<file path="config.mk">
export PLATFORM = sky130hd
export DESIGN_NAME = line_key_hash_partitioner
export DESIGN_NICKNAME = d
export VERILOG_FILES = /design/src/rtl/core/lkhp_pkg.sv /design/src/rtl/core/lkhp_alu.sv /design/src/rtl/core/lkhp_core.sv /design/src/rtl/core/line_key_hash_partitioner.sv
export SDC_FILE = /design/constraint.sdc
export NUM_CORES = 1
export LEC_CHECK = 0
export BUFFER_PORTS_ARGS = -buffer_cell sky130_fd_sc_hd__buf_2
export CELL_PAD_IN_SITES_DETAIL_PLACEMENT = 1
export CELL_PAD_IN_SITES_GLOBAL_PLACEMENT = 2
export CORE_AREA = 5 5 172 174
export CTS_CLUSTER_SIZE = 20
export DETAILED_ROUTE_END_ITERATION = 7
export DIE_AREA = 0 0 177 179
export HOLD_SLACK_MARGIN = 0.03
export PLACE_DENSITY_LB_ADDON = 0.1
export SETUP_SLACK_MARGIN = 0.1
export SYNTH_ARGS = -nofsm -noshare
export SYNTH_HDL_FRONTEND = slang
export SYNTH_SLANG_ARGS = --single-unit
</file>
<file path="constraint.sdc">
create_clock -name clk_i -period 5.1 [get_ports clk_i]
set_clock_uncertainty 0.1 [all_clocks]
set_input_delay 1.02 -clock clk_i [delete_from_list [all_inputs] [get_ports clk_i]]
set_output_delay 1.02 -clock clk_i [all_outputs]
set_load 0.02 [all_outputs]
</file>
<file path="src/rtl/core/lkhp_pkg.sv">
`timescale 1ns / 1ps
// ----------------------------------------------------------------------------
// lkhp_pkg
// Shared types, constants and helpers for the line key hash partitioner.
// ----------------------------------------------------------------------------
`default_nettype none

package lkhp_pkg;

  // field widths
  localparam int unsigned HASH_W = 32;
  localparam int unsigned BKT_W  = 16;
  localparam int unsigned BYTE_W = 8;
  localparam int unsigned CNT_W  = 5;

  // fnv-1a offset basis
  localparam logic [HASH_W-1:0] FNV_BASIS = 32'd2166136261;

  // prime 16777619 = 2^24 + 2^8 + 2^7 + 2^4 + 2^1 + 2^0, so the product is
  // the operand itself plus five shifted copies, one add per step
  localparam int unsigned MUL_STEPS = 5;
  localparam int unsigned DIV_STEPS = HASH_W;

  // special text bytes
  localparam logic [BYTE_W-1:0] BYTE_NUL     = 8'h00;
  localparam logic [BYTE_W-1:0] BYTE_TAB     = 8'h09;
  localparam logic [BYTE_W-1:0] BYTE_NEWLINE = 8'h0A;

  // register index of the bucket count
  localparam logic REG_BUCKET_COUNT = 1'b0;

  // sequencer states
  typedef enum logic [1:0] {
    ST_IDLE,
    ST_MUL,
    ST_DIV,
    ST_OUT
  } state_e;

  // request to the shared adder
  typedef struct packed {
    logic [HASH_W-1:0] a;
    logic [HASH_W-1:0] b;
    logic              sub;
  } alu_req_t;

  // shifted copy of the operand added in a given multiply step
  function automatic logic [HASH_W-1:0] mul_term(input logic [HASH_W-1:0] x,
                                                 input logic [2:0] step);
    logic [HASH_W-1:0] r;
    case (step)
      3'd0:    r = x << 1;
      3'd1:    r = x << 4;
      3'd2:    r = x << 7;
      3'd3:    r = x << 8;
      default: r = x << 24;
    endcase
    return r;
  endfunction

endpackage

`default_nettype wire

</file>
<file path="src/rtl/core/lkhp_alu.sv">
`timescale 1ns / 1ps
// ----------------------------------------------------------------------------
// lkhp_alu
// Shared 32-bit add/subtract unit used by the multiply and remainder steps.
// ----------------------------------------------------------------------------
`default_nettype none

module lkhp_alu (
  input  var lkhp_pkg::alu_req_t          req_i,
  output logic [lkhp_pkg::HASH_W:0]       sum_o
);

  logic [lkhp_pkg::HASH_W-1:0] b_eff;

  // invert b and carry in for subtract; sum_o msb is no-borrow there
  assign b_eff = req_i.sub ? ~req_i.b : req_i.b;
  assign sum_o = {1'b0, req_i.a} + {1'b0, b_eff} +
                 {{lkhp_pkg::HASH_W{1'b0}}, req_i.sub};

endmodule

`default_nettype wire

</file>
<file path="src/rtl/core/lkhp_core.sv">
`timescale 1ns / 1ps
// ----------------------------------------------------------------------------
// lkhp_core
// Sequencer and datapath: hash folding, remainder loop and result register.
// ----------------------------------------------------------------------------
`default_nettype none

module lkhp_core (
  input  logic                          clk_i,
  input  logic                          rst_ni,
  input  logic [lkhp_pkg::BKT_W-1:0]    bucket_count_i,
  input  logic                          s_tvalid_i,
  output logic                          s_tready_o,
  input  logic [lkhp_pkg::BYTE_W-1:0]   s_tdata_i,
  input  logic                          s_tlast_i,
  output logic                          m_tvalid_o,
  input  logic                          m_tready_i,
  output logic [lkhp_pkg::BKT_W-1:0]    m_bucket_o,
  output logic [lkhp_pkg::HASH_W-1:0]   m_hash_o
);

  localparam int unsigned HW = lkhp_pkg::HASH_W;
  localparam int unsigned BW = lkhp_pkg::BKT_W;

  lkhp_pkg::state_e   state_q, state_d;
  lkhp_pkg::alu_req_t alu_req;
  logic [HW:0]        alu_sum;

  logic [HW-1:0]               hash_q;
  logic                        key_phase_q;
  logic [HW-1:0]               term_q;
  logic [HW-1:0]               dvd_q;
  logic [HW-1:0]               key_q;
  logic [BW-1:0]               rem_q;
  logic [lkhp_pkg::CNT_W-1:0]  cnt_q;
  logic                        m_valid_q;
  logic [BW-1:0]               m_bucket_q;
  logic [HW-1:0]               m_hash_q;

  logic        in_xfer;
  logic        line_end;
  logic        key_stop;
  logic        mul_last;
  logic        div_last;
  logic        out_free;
  logic [BW:0] div_t;
  logic [HW-1:0] folded;

  assign in_xfer  = s_tvalid_i && s_tready_o;
  assign line_end = s_tlast_i || (s_tdata_i == lkhp_pkg::BYTE_NEWLINE);
  assign key_stop = (s_tdata_i == lkhp_pkg::BYTE_TAB) ||
                    (s_tdata_i == lkhp_pkg::BYTE_NUL);
  assign mul_last = (cnt_q == lkhp_pkg::CNT_W'(lkhp_pkg::MUL_STEPS - 1));
  assign div_last = (cnt_q == lkhp_pkg::CNT_W'(lkhp_pkg::DIV_STEPS - 1));
  assign out_free = !m_valid_q || m_tready_i;
  assign div_t    = {rem_q, dvd_q[HW-1]};
  assign folded   = hash_q ^ {{(HW - lkhp_pkg::BYTE_W){1'b0}}, s_tdata_i};

  // next state
  always_comb begin
    state_d = state_q;
    unique case (state_q)
      lkhp_pkg::ST_IDLE: begin
        if (in_xfer) begin
          if (line_end) begin
            state_d = (bucket_count_i != '0) ? lkhp_pkg::ST_DIV : lkhp_pkg::ST_OUT;
          end else if (key_phase_q && !key_stop) begin
            state_d = lkhp_pkg::ST_MUL;
          end
        end
      end
      lkhp_pkg::ST_MUL: begin
        if (mul_last) state_d = lkhp_pkg::ST_IDLE;
      end
      lkhp_pkg::ST_DIV: begin
        if (div_last) state_d = lkhp_pkg::ST_OUT;
      end
      lkhp_pkg::ST_OUT: begin
        if (out_free) state_d = lkhp_pkg::ST_IDLE;
      end
      default: state_d = lkhp_pkg::ST_IDLE;
    endcase
  end

  // sequencer outputs: input ready and shared adder request
  always_comb begin
    s_tready_o  = 1'b0;
    alu_req.a   = hash_q;
    alu_req.b   = lkhp_pkg::mul_term(term_q, cnt_q[2:0]);
    alu_req.sub = 1'b0;
    unique case (state_q)
      lkhp_pkg::ST_IDLE: s_tready_o = 1'b1;
      lkhp_pkg::ST_MUL: begin
        alu_req.a   = hash_q;
        alu_req.b   = lkhp_pkg::mul_term(term_q, cnt_q[2:0]);
        alu_req.sub = 1'b0;
      end
      lkhp_pkg::ST_DIV: begin
        alu_req.a   = {{(HW - BW - 1){1'b0}}, div_t};
        alu_req.b   = {{(HW - BW){1'b0}}, bucket_count_i};
        alu_req.sub = 1'b1;
      end
      lkhp_pkg::ST_OUT: ;
      default: ;
    endcase
  end

  lkhp_alu u_alu (
    .req_i (alu_req),
    .sum_o (alu_sum)
  );

  // state and control
  always_ff @(posedge clk_i or negedge rst_ni) begin
    if (!rst_ni) begin
      state_q     <= lkhp_pkg::ST_IDLE;
      hash_q      <= lkhp_pkg::FNV_BASIS;
      key_phase_q <= 1'b1;
      cnt_q       <= '0;
      m_valid_q   <= 1'b0;
    end else begin
      state_q <= state_d;
      unique case (state_q)
        lkhp_pkg::ST_IDLE: begin
          cnt_q <= '0;
          if (in_xfer) begin
            if (line_end) begin
              hash_q      <= lkhp_pkg::FNV_BASIS;
              key_phase_q <= 1'b1;
            end else if (key_phase_q) begin
              if (key_stop) begin
                key_phase_q <= 1'b0;
              end else begin
                hash_q <= folded;
              end
            end
          end
        end
        lkhp_pkg::ST_MUL: begin
          hash_q <= alu_sum[HW-1:0];
          cnt_q  <= cnt_q + 1'b1;
        end
        lkhp_pkg::ST_DIV: cnt_q <= cnt_q + 1'b1;
        lkhp_pkg::ST_OUT: ;
        default: ;
      endcase
      // result register handshake
      if (state_q == lkhp_pkg::ST_OUT && out_free) begin
        m_valid_q <= 1'b1;
      end else if (m_tready_i) begin
        m_valid_q <= 1'b0;
      end
    end
  end

  // payload registers
  always_ff @(posedge clk_i) begin
    unique case (state_q)
      lkhp_pkg::ST_IDLE: begin
        term_q <= folded;
        dvd_q  <= hash_q;
        key_q  <= hash_q;
        rem_q  <= '0;
      end
      lkhp_pkg::ST_DIV: begin
        dvd_q <= dvd_q << 1;
        rem_q <= alu_sum[HW] ? alu_sum[BW-1:0] : div_t[BW-1:0];
      end
      lkhp_pkg::ST_OUT: begin
        if (out_free) begin
          m_bucket_q <= rem_q;
          m_hash_q   <= key_q;
        end
      end
      lkhp_pkg::ST_MUL: ;
      default: ;
    endcase
  end

  assign m_tvalid_o = m_valid_q;
  assign m_bucket_o = m_bucket_q;
  assign m_hash_o   = m_hash_q;

`ifndef SYNTHESIS
  // a line end with a nonzero divisor starts the remainder loop
  a_line_end_div: assert property (@(posedge clk_i) disable iff (!rst_ni)
    (in_xfer && line_end && bucket_count_i != '0) |=> state_q == lkhp_pkg::ST_DIV)
    else $error("remainder loop not started after line end");

  // partial remainder stays below the divisor
  a_rem_bound: assert property (@(posedge clk_i) disable iff (!rst_ni)
    (state_q == lkhp_pkg::ST_DIV) |-> rem_q < bucket_count_i)
    else $error("partial remainder out of range");

  // a new result only comes from the output state
  a_result_src: assert property (@(posedge clk_i) disable iff (!rst_ni)
    $rose(m_valid_q) |-> $past(state_q == lkhp_pkg::ST_OUT))
    else $error("result raised outside output state");

  // multiply step counter stays within the prime's terms
  a_mul_cnt: assert property (@(posedge clk_i) disable iff (!rst_ni)
    (state_q == lkhp_pkg::ST_MUL) |-> cnt_q < lkhp_pkg::CNT_W'(lkhp_pkg::MUL_STEPS))
    else $error("multiply step counter overrun");
`endif

endmodule

`default_nettype wire

</file>
<file path="src/rtl/core/line_key_hash_partitioner.sv">
`timescale 1ns / 1ps
// ----------------------------------------------------------------------------
// line_key_hash_partitioner
// FNV-1a key hash and bucket index for each line of a key/value byte stream.
// ----------------------------------------------------------------------------
// Usage:
//   s_t* carries one text byte per transfer; tlast flags the final byte of
//   the stream. Bytes of a line's key (up to the first tab or zero byte) are
//   folded into the hash; a newline or a tlast byte ends the line and
//   produces one result on m_t*: the key hash and hash modulo bucket_count.
//   The APB port holds bucket_count at address 0 (reset 1); write it while
//   the block is idle. A count of zero gives bucket 0.
// Timing:
//   key byte: the transfer, then five add steps of the shared adder.
//   other non-ending byte: the transfer alone.
//   line end: the transfer, then 32 restoring remainder steps on the same
//   adder and the result load, or the load alone when bucket_count is zero;
//   the next byte can be taken in the cycle after the result is loaded.
//   s_tready is high only while the sequencer is idle.
// Reset and stall:
//   reset puts the hash at the offset basis and the key phase on. A stalled
//   result stays in the output register; the next line end waits for it to
//   drain, while bytes within a line keep flowing.
// ----------------------------------------------------------------------------
`default_nettype none

module line_key_hash_partitioner (
  input  logic         clk_i,
  input  logic         rst_ni,
  // apb configuration port
  input  logic         psel,
  input  logic         penable,
  input  logic         pwrite,
  input  logic [2:0]   paddr,
  input  logic [31:0]  pwdata,
  output logic [31:0]  prdata,
  output logic         pready,
  // input stream
  input  logic         s_tvalid_i,
  output logic         s_tready_o,
  input  logic [7:0]   s_tdata_i,  // [7:0] data_byte
  input  logic         s_tlast_i,  // stream_end
  // result stream
  output logic         m_tvalid_o,
  input  logic         m_tready_i,
  output logic [47:0]  m_tdata_o   // [15:0] bucket, [47:16] key_hash
);

  logic [lkhp_pkg::BKT_W-1:0]  bucket_count_q;
  logic [lkhp_pkg::BKT_W-1:0]  bucket;
  logic [lkhp_pkg::HASH_W-1:0] key_hash;
  logic                        wr_en;

  assign pready = 1'b1;
  assign wr_en  = psel && penable && pwrite && pready &&
                  (paddr[2] == lkhp_pkg::REG_BUCKET_COUNT);

  // bucket count register
  always_ff @(posedge clk_i or negedge rst_ni) begin
    if (!rst_ni) begin
      bucket_count_q <= lkhp_pkg::BKT_W'(1);
    end else if (wr_en) begin
      bucket_count_q <= pwdata[lkhp_pkg::BKT_W-1:0];
    end
  end

  // register readback
  always_comb begin
    if (paddr[2] == lkhp_pkg::REG_BUCKET_COUNT) begin
      prdata = {{(32 - lkhp_pkg::BKT_W){1'b0}}, bucket_count_q};
    end else begin
      prdata = '0;
    end
  end

  lkhp_core u_core (
    .clk_i          (clk_i),
    .rst_ni         (rst_ni),
    .bucket_count_i (bucket_count_q),
    .s_tvalid_i     (s_tvalid_i),
    .s_tready_o     (s_tready_o),
    .s_tdata_i      (s_tdata_i),
    .s_tlast_i      (s_tlast_i),
    .m_tvalid_o     (m_tvalid_o),
    .m_tready_i     (m_tready_i),
    .m_bucket_o     (bucket),
    .m_hash_o       (key_hash)
  );

  assign m_tdata_o = {key_hash, bucket};

endmodule

`default_nettype wire

</file>
==> flow_summary.ini <==
[global_routing]
grt_overflow = 0
grt_pass1_vias = 7846
grt_start_max_net_pins = 54
grt_pass1_wl_um = 47700
grtUsageTotal_pct = 19.8
antenna_found_initial = 0

[critical_path]
path_class = reg -> reg
slowest_stage = or4b_4
cp_top_family = compound AO/OA/AOI/OAI gates
crit_chain = ha_1 -> ha_1 -> a22o_1 -> nor3_1 -> a21oi_1 -> ha_1 -> and3_1 -> nand3_1 -> or4b_4 -> a31oi_1 -> o211ai_1 -> a21boi_0 -> mux2i_1 -> o311ai_0
critPathRequiredTime_ns = 5.29
cp.arrival_ns = 5.00
max_stage_delay_ns = 0.58
cp_num_buf_inv = 0
cp-end-kind = flop
crit_path_frequent_cell = ha_1
cp_max_fo = 12
start_kind = flop

[clock_network]
cts_tree = done
postCtsSetupBuffers = 0
cts_buffers = 17
insertion_delay_ns = 0.45
cts_sinks = 193
clockBufferDepth = 2
cts-root-buf = clkbuf_16
cts_max_level = 4
cts.clk_slew.worst_paths_ns = 0.08

[final_layout]
fillers = 3074
nNetsFinal = 1124
drive_above_1_share_pct = 19.6
areaGrowthSynthToFinish_pct = 14.5
diodes = 0

[synthesis]
ys_top_cells_by_area = edfxtp_1 39%, dfrtp_1 9.8%, ha_1 5.0%, nand2_1 5.0%, dfstp_2 4.0%
synthAdderAreaFrac_pct = 5.23
synth_top_area_cell = edfxtp_1
yosysMostFrequentCell = nand2_1
muxShareOfSynthArea_pct = 4.41
synth-xor-area-share_pct = 2.60
synth-compound-area-share_pct = 16.2
yosys_most_used_dff = edfxtp_1
synth_edf_count = 136
async_flop_share_pct = 29.5
avgSynthCellArea_um2 = 11.1
ys_top_cells_by_count = 138 x nand2_1, 136 x edfxtp_1, 46 x a21oi_1
ys_seq_elements = 193
synth_top_family_by_area = compound AO/OA/AOI/OAI gates
syn_area_um2 = 10400
synth_top_area_share_pct = 39.2
synth.distinct_cells = 75
ys_seq_area_share_pct = 53.0
yosysWarnings = 0
netlist_instances = 944
synthSimpleGateAreaFrac_pct = 14.4

[floorplan]
rows = 61
core_um2 = 27600
initial_core_util_pct = 37.8
die_h_um = 179
dieWidth_um = 177
num_io_pins = 134
die_area_um2 = 31700

[route]
ant_nets = 0
dr.pass1.iters = 4
avgRoutedWirePerCell_um = 21.9
via_count = 7711
drc = 0
avgViaCountPerCell = 5.43
drt_iter0_drc = 409
drt-total-wl_um = 31100

[timing]
finalHoldViolations = 0
final_max_slew_viol_count = 0
max_freq_mhz = 208
setup_tns_ns = 0
setup_viol = 0
fin_crit_ns = 4.82
slew_headroom_pct = 23.2
grt_setup_unrepaired = true
worst_pin_slew_ns = 1.14
final.period_utilization_pct = 94.4

[min_path]
worstHoldPathType = reg -> reg

[outcome]
status = finished clean

[place]
numPortBuffers = 98
gp_congestion = 0.806
dp_hpwl_um = 22500

[flow_run]
cap_viol_max_count = 0
final cells by class:
cell class / instances / area [um2] / share of cell area (%)
Clock buffer: 17 / 425 / 3.56
Clock inverter: 15 / 210 / 1.76
Inverter: 23 / 86.3 / 0.723
Multi-Input combinational cell: 678 / 4570 / 38.3
Sequential cell: 193 / 5530 / 46.3
Tap cell: 378 / 473 / 3.96
Timing Repair Buffer: 117 / 646 / 5.41
placed cells by master (no fill, tap or decap), drive strengths merged, types with 8 or more instances in the layout:
master,netlist,routed
a221oi,13,13
xnor2,13,13
a22oi,24,24
nor2b,38,38
o211ai,8,8
inv,23,32
dfrtp,41,41
ha,42,42
nor3,14,14
mux2i,28,28
xor2,18,18
o22a,12,12
dfstp,16,16
buf,30,117
a22o,21,21
edfxtp,136,136
clkbuf,35,17
mux2,16,16
nor2,28,28
nand2,138,138
a21oi,46,46
nand3,11,11
a21o,26,26
o21ai,34,34
nand2b,33,33
a211oi,8,8
and3,11,11
conb,2,17
timing repair:
| action | in CTS | in global routing |
|---|---|---|
| hold buffers | 0 | 0 |
| setup endpoints to repair | 0 | 17 |
| resized for setup | 0 | 1 |
logic make-up after synthesis:
logic type | count (synthesis)
compound gates | 237
other cells | 2
flops | 193
xor+xnor | 31
buf+inv | 88
fa+ha+maj | 43
simple gates | 306
mux | 44
state kept, by name (all words and copies together), names as in the netlist:
register / cells
bucket_count_q: 16
u_core.cnt_q: 5
u_core.dvd_q: 32
u_core.hash_q: 32
u_core.key_phase_q: 1
u_core.key_q: 10
u_core.m_bucket_o: 16
u_core.m_hash_o: 32
u_core.m_tvalid_o: 1
u_core.rem_q: 16
u_core.state_q: 2
u_core.term_q: 30
final timing paths:
path                       cells past startpoint  slack (ns)                            end                        start
max                                           14        0.28  u_core.hash_q[22]$_DFFE_PN0P_  u_core.cnt_q[0]$_DFFE_PN0P_
min                                            0        0.32  u_core.m_hash_o[31]$_DFFE_PP_   u_core.key_q[31]$_DFFE_PP_
max reg2reg                                   14        0.28  u_core.hash_q[22]$_DFFE_PN0P_  u_core.cnt_q[0]$_DFFE_PN0P_
min reg2reg                                    0        0.32  u_core.m_hash_o[31]$_DFFE_PP_   u_core.key_q[31]$_DFFE_PP_
max in group asynchronous                      2        3.27  u_core.hash_q[12]$_DFFE_PN1P_                       rst_ni
min in group asynchronous                      1        0.63   u_core.hash_q[5]$_DFFE_PN0P_                       rst_ni
layer usage:
| metal | global-route usage, % | up-vias | routed length [um] |
|---|---|---|---|
| met1 | 27.7 | 3920 | 14900 |
| met4 | 3.87 | 0 | 289 |
| met2 | 32.6 | 138 | 14700 |
| li1 | - | 3633 | - |
| met3 | 3.63 | 20 | 1220 |
| met5 | 0 | - | 0 |
stage by stage:
step | cell area (um2) | std cells | utilization [%] | hold WS [ns] | setup slack [ns]
after detailed placement | 11300 | 1389 | 40.9 | 0.308 | 0.272
after global placement | 11300 | 1389 | 40.9 | 0.300 | 0.342
after CTS | 11900 | 1421 | 43.2 | 0.328 | 0.299
after global routing | 11900 | 1421 | 43.2 | 0.331 | 0.0318
after floorplan | 10500 | 959 | - | 0.300 | 0.817
final | 11900 | 1421 | 43.2 | 0.324 | 0.284
worst register-to-register path, stage by stage (launching register included):
cell	delay (ns)
dfrtp_1	0.45
ha_1	0.24
ha_1	0.41
a22o_1	0.32
nor3_1	0.30
a21oi_1	0.09
ha_1	0.41
and3_1	0.32
nand3_1	0.16
or4b_4	0.58
a31oi_1	0.50
o211ai_1	0.14
a21boi_0	0.31
mux2i_1	0.22
o311ai_0	0.13
Power is not shown: default switching activity piles up to over one toggle a cycle in this logic, so the estimate is an artifact.
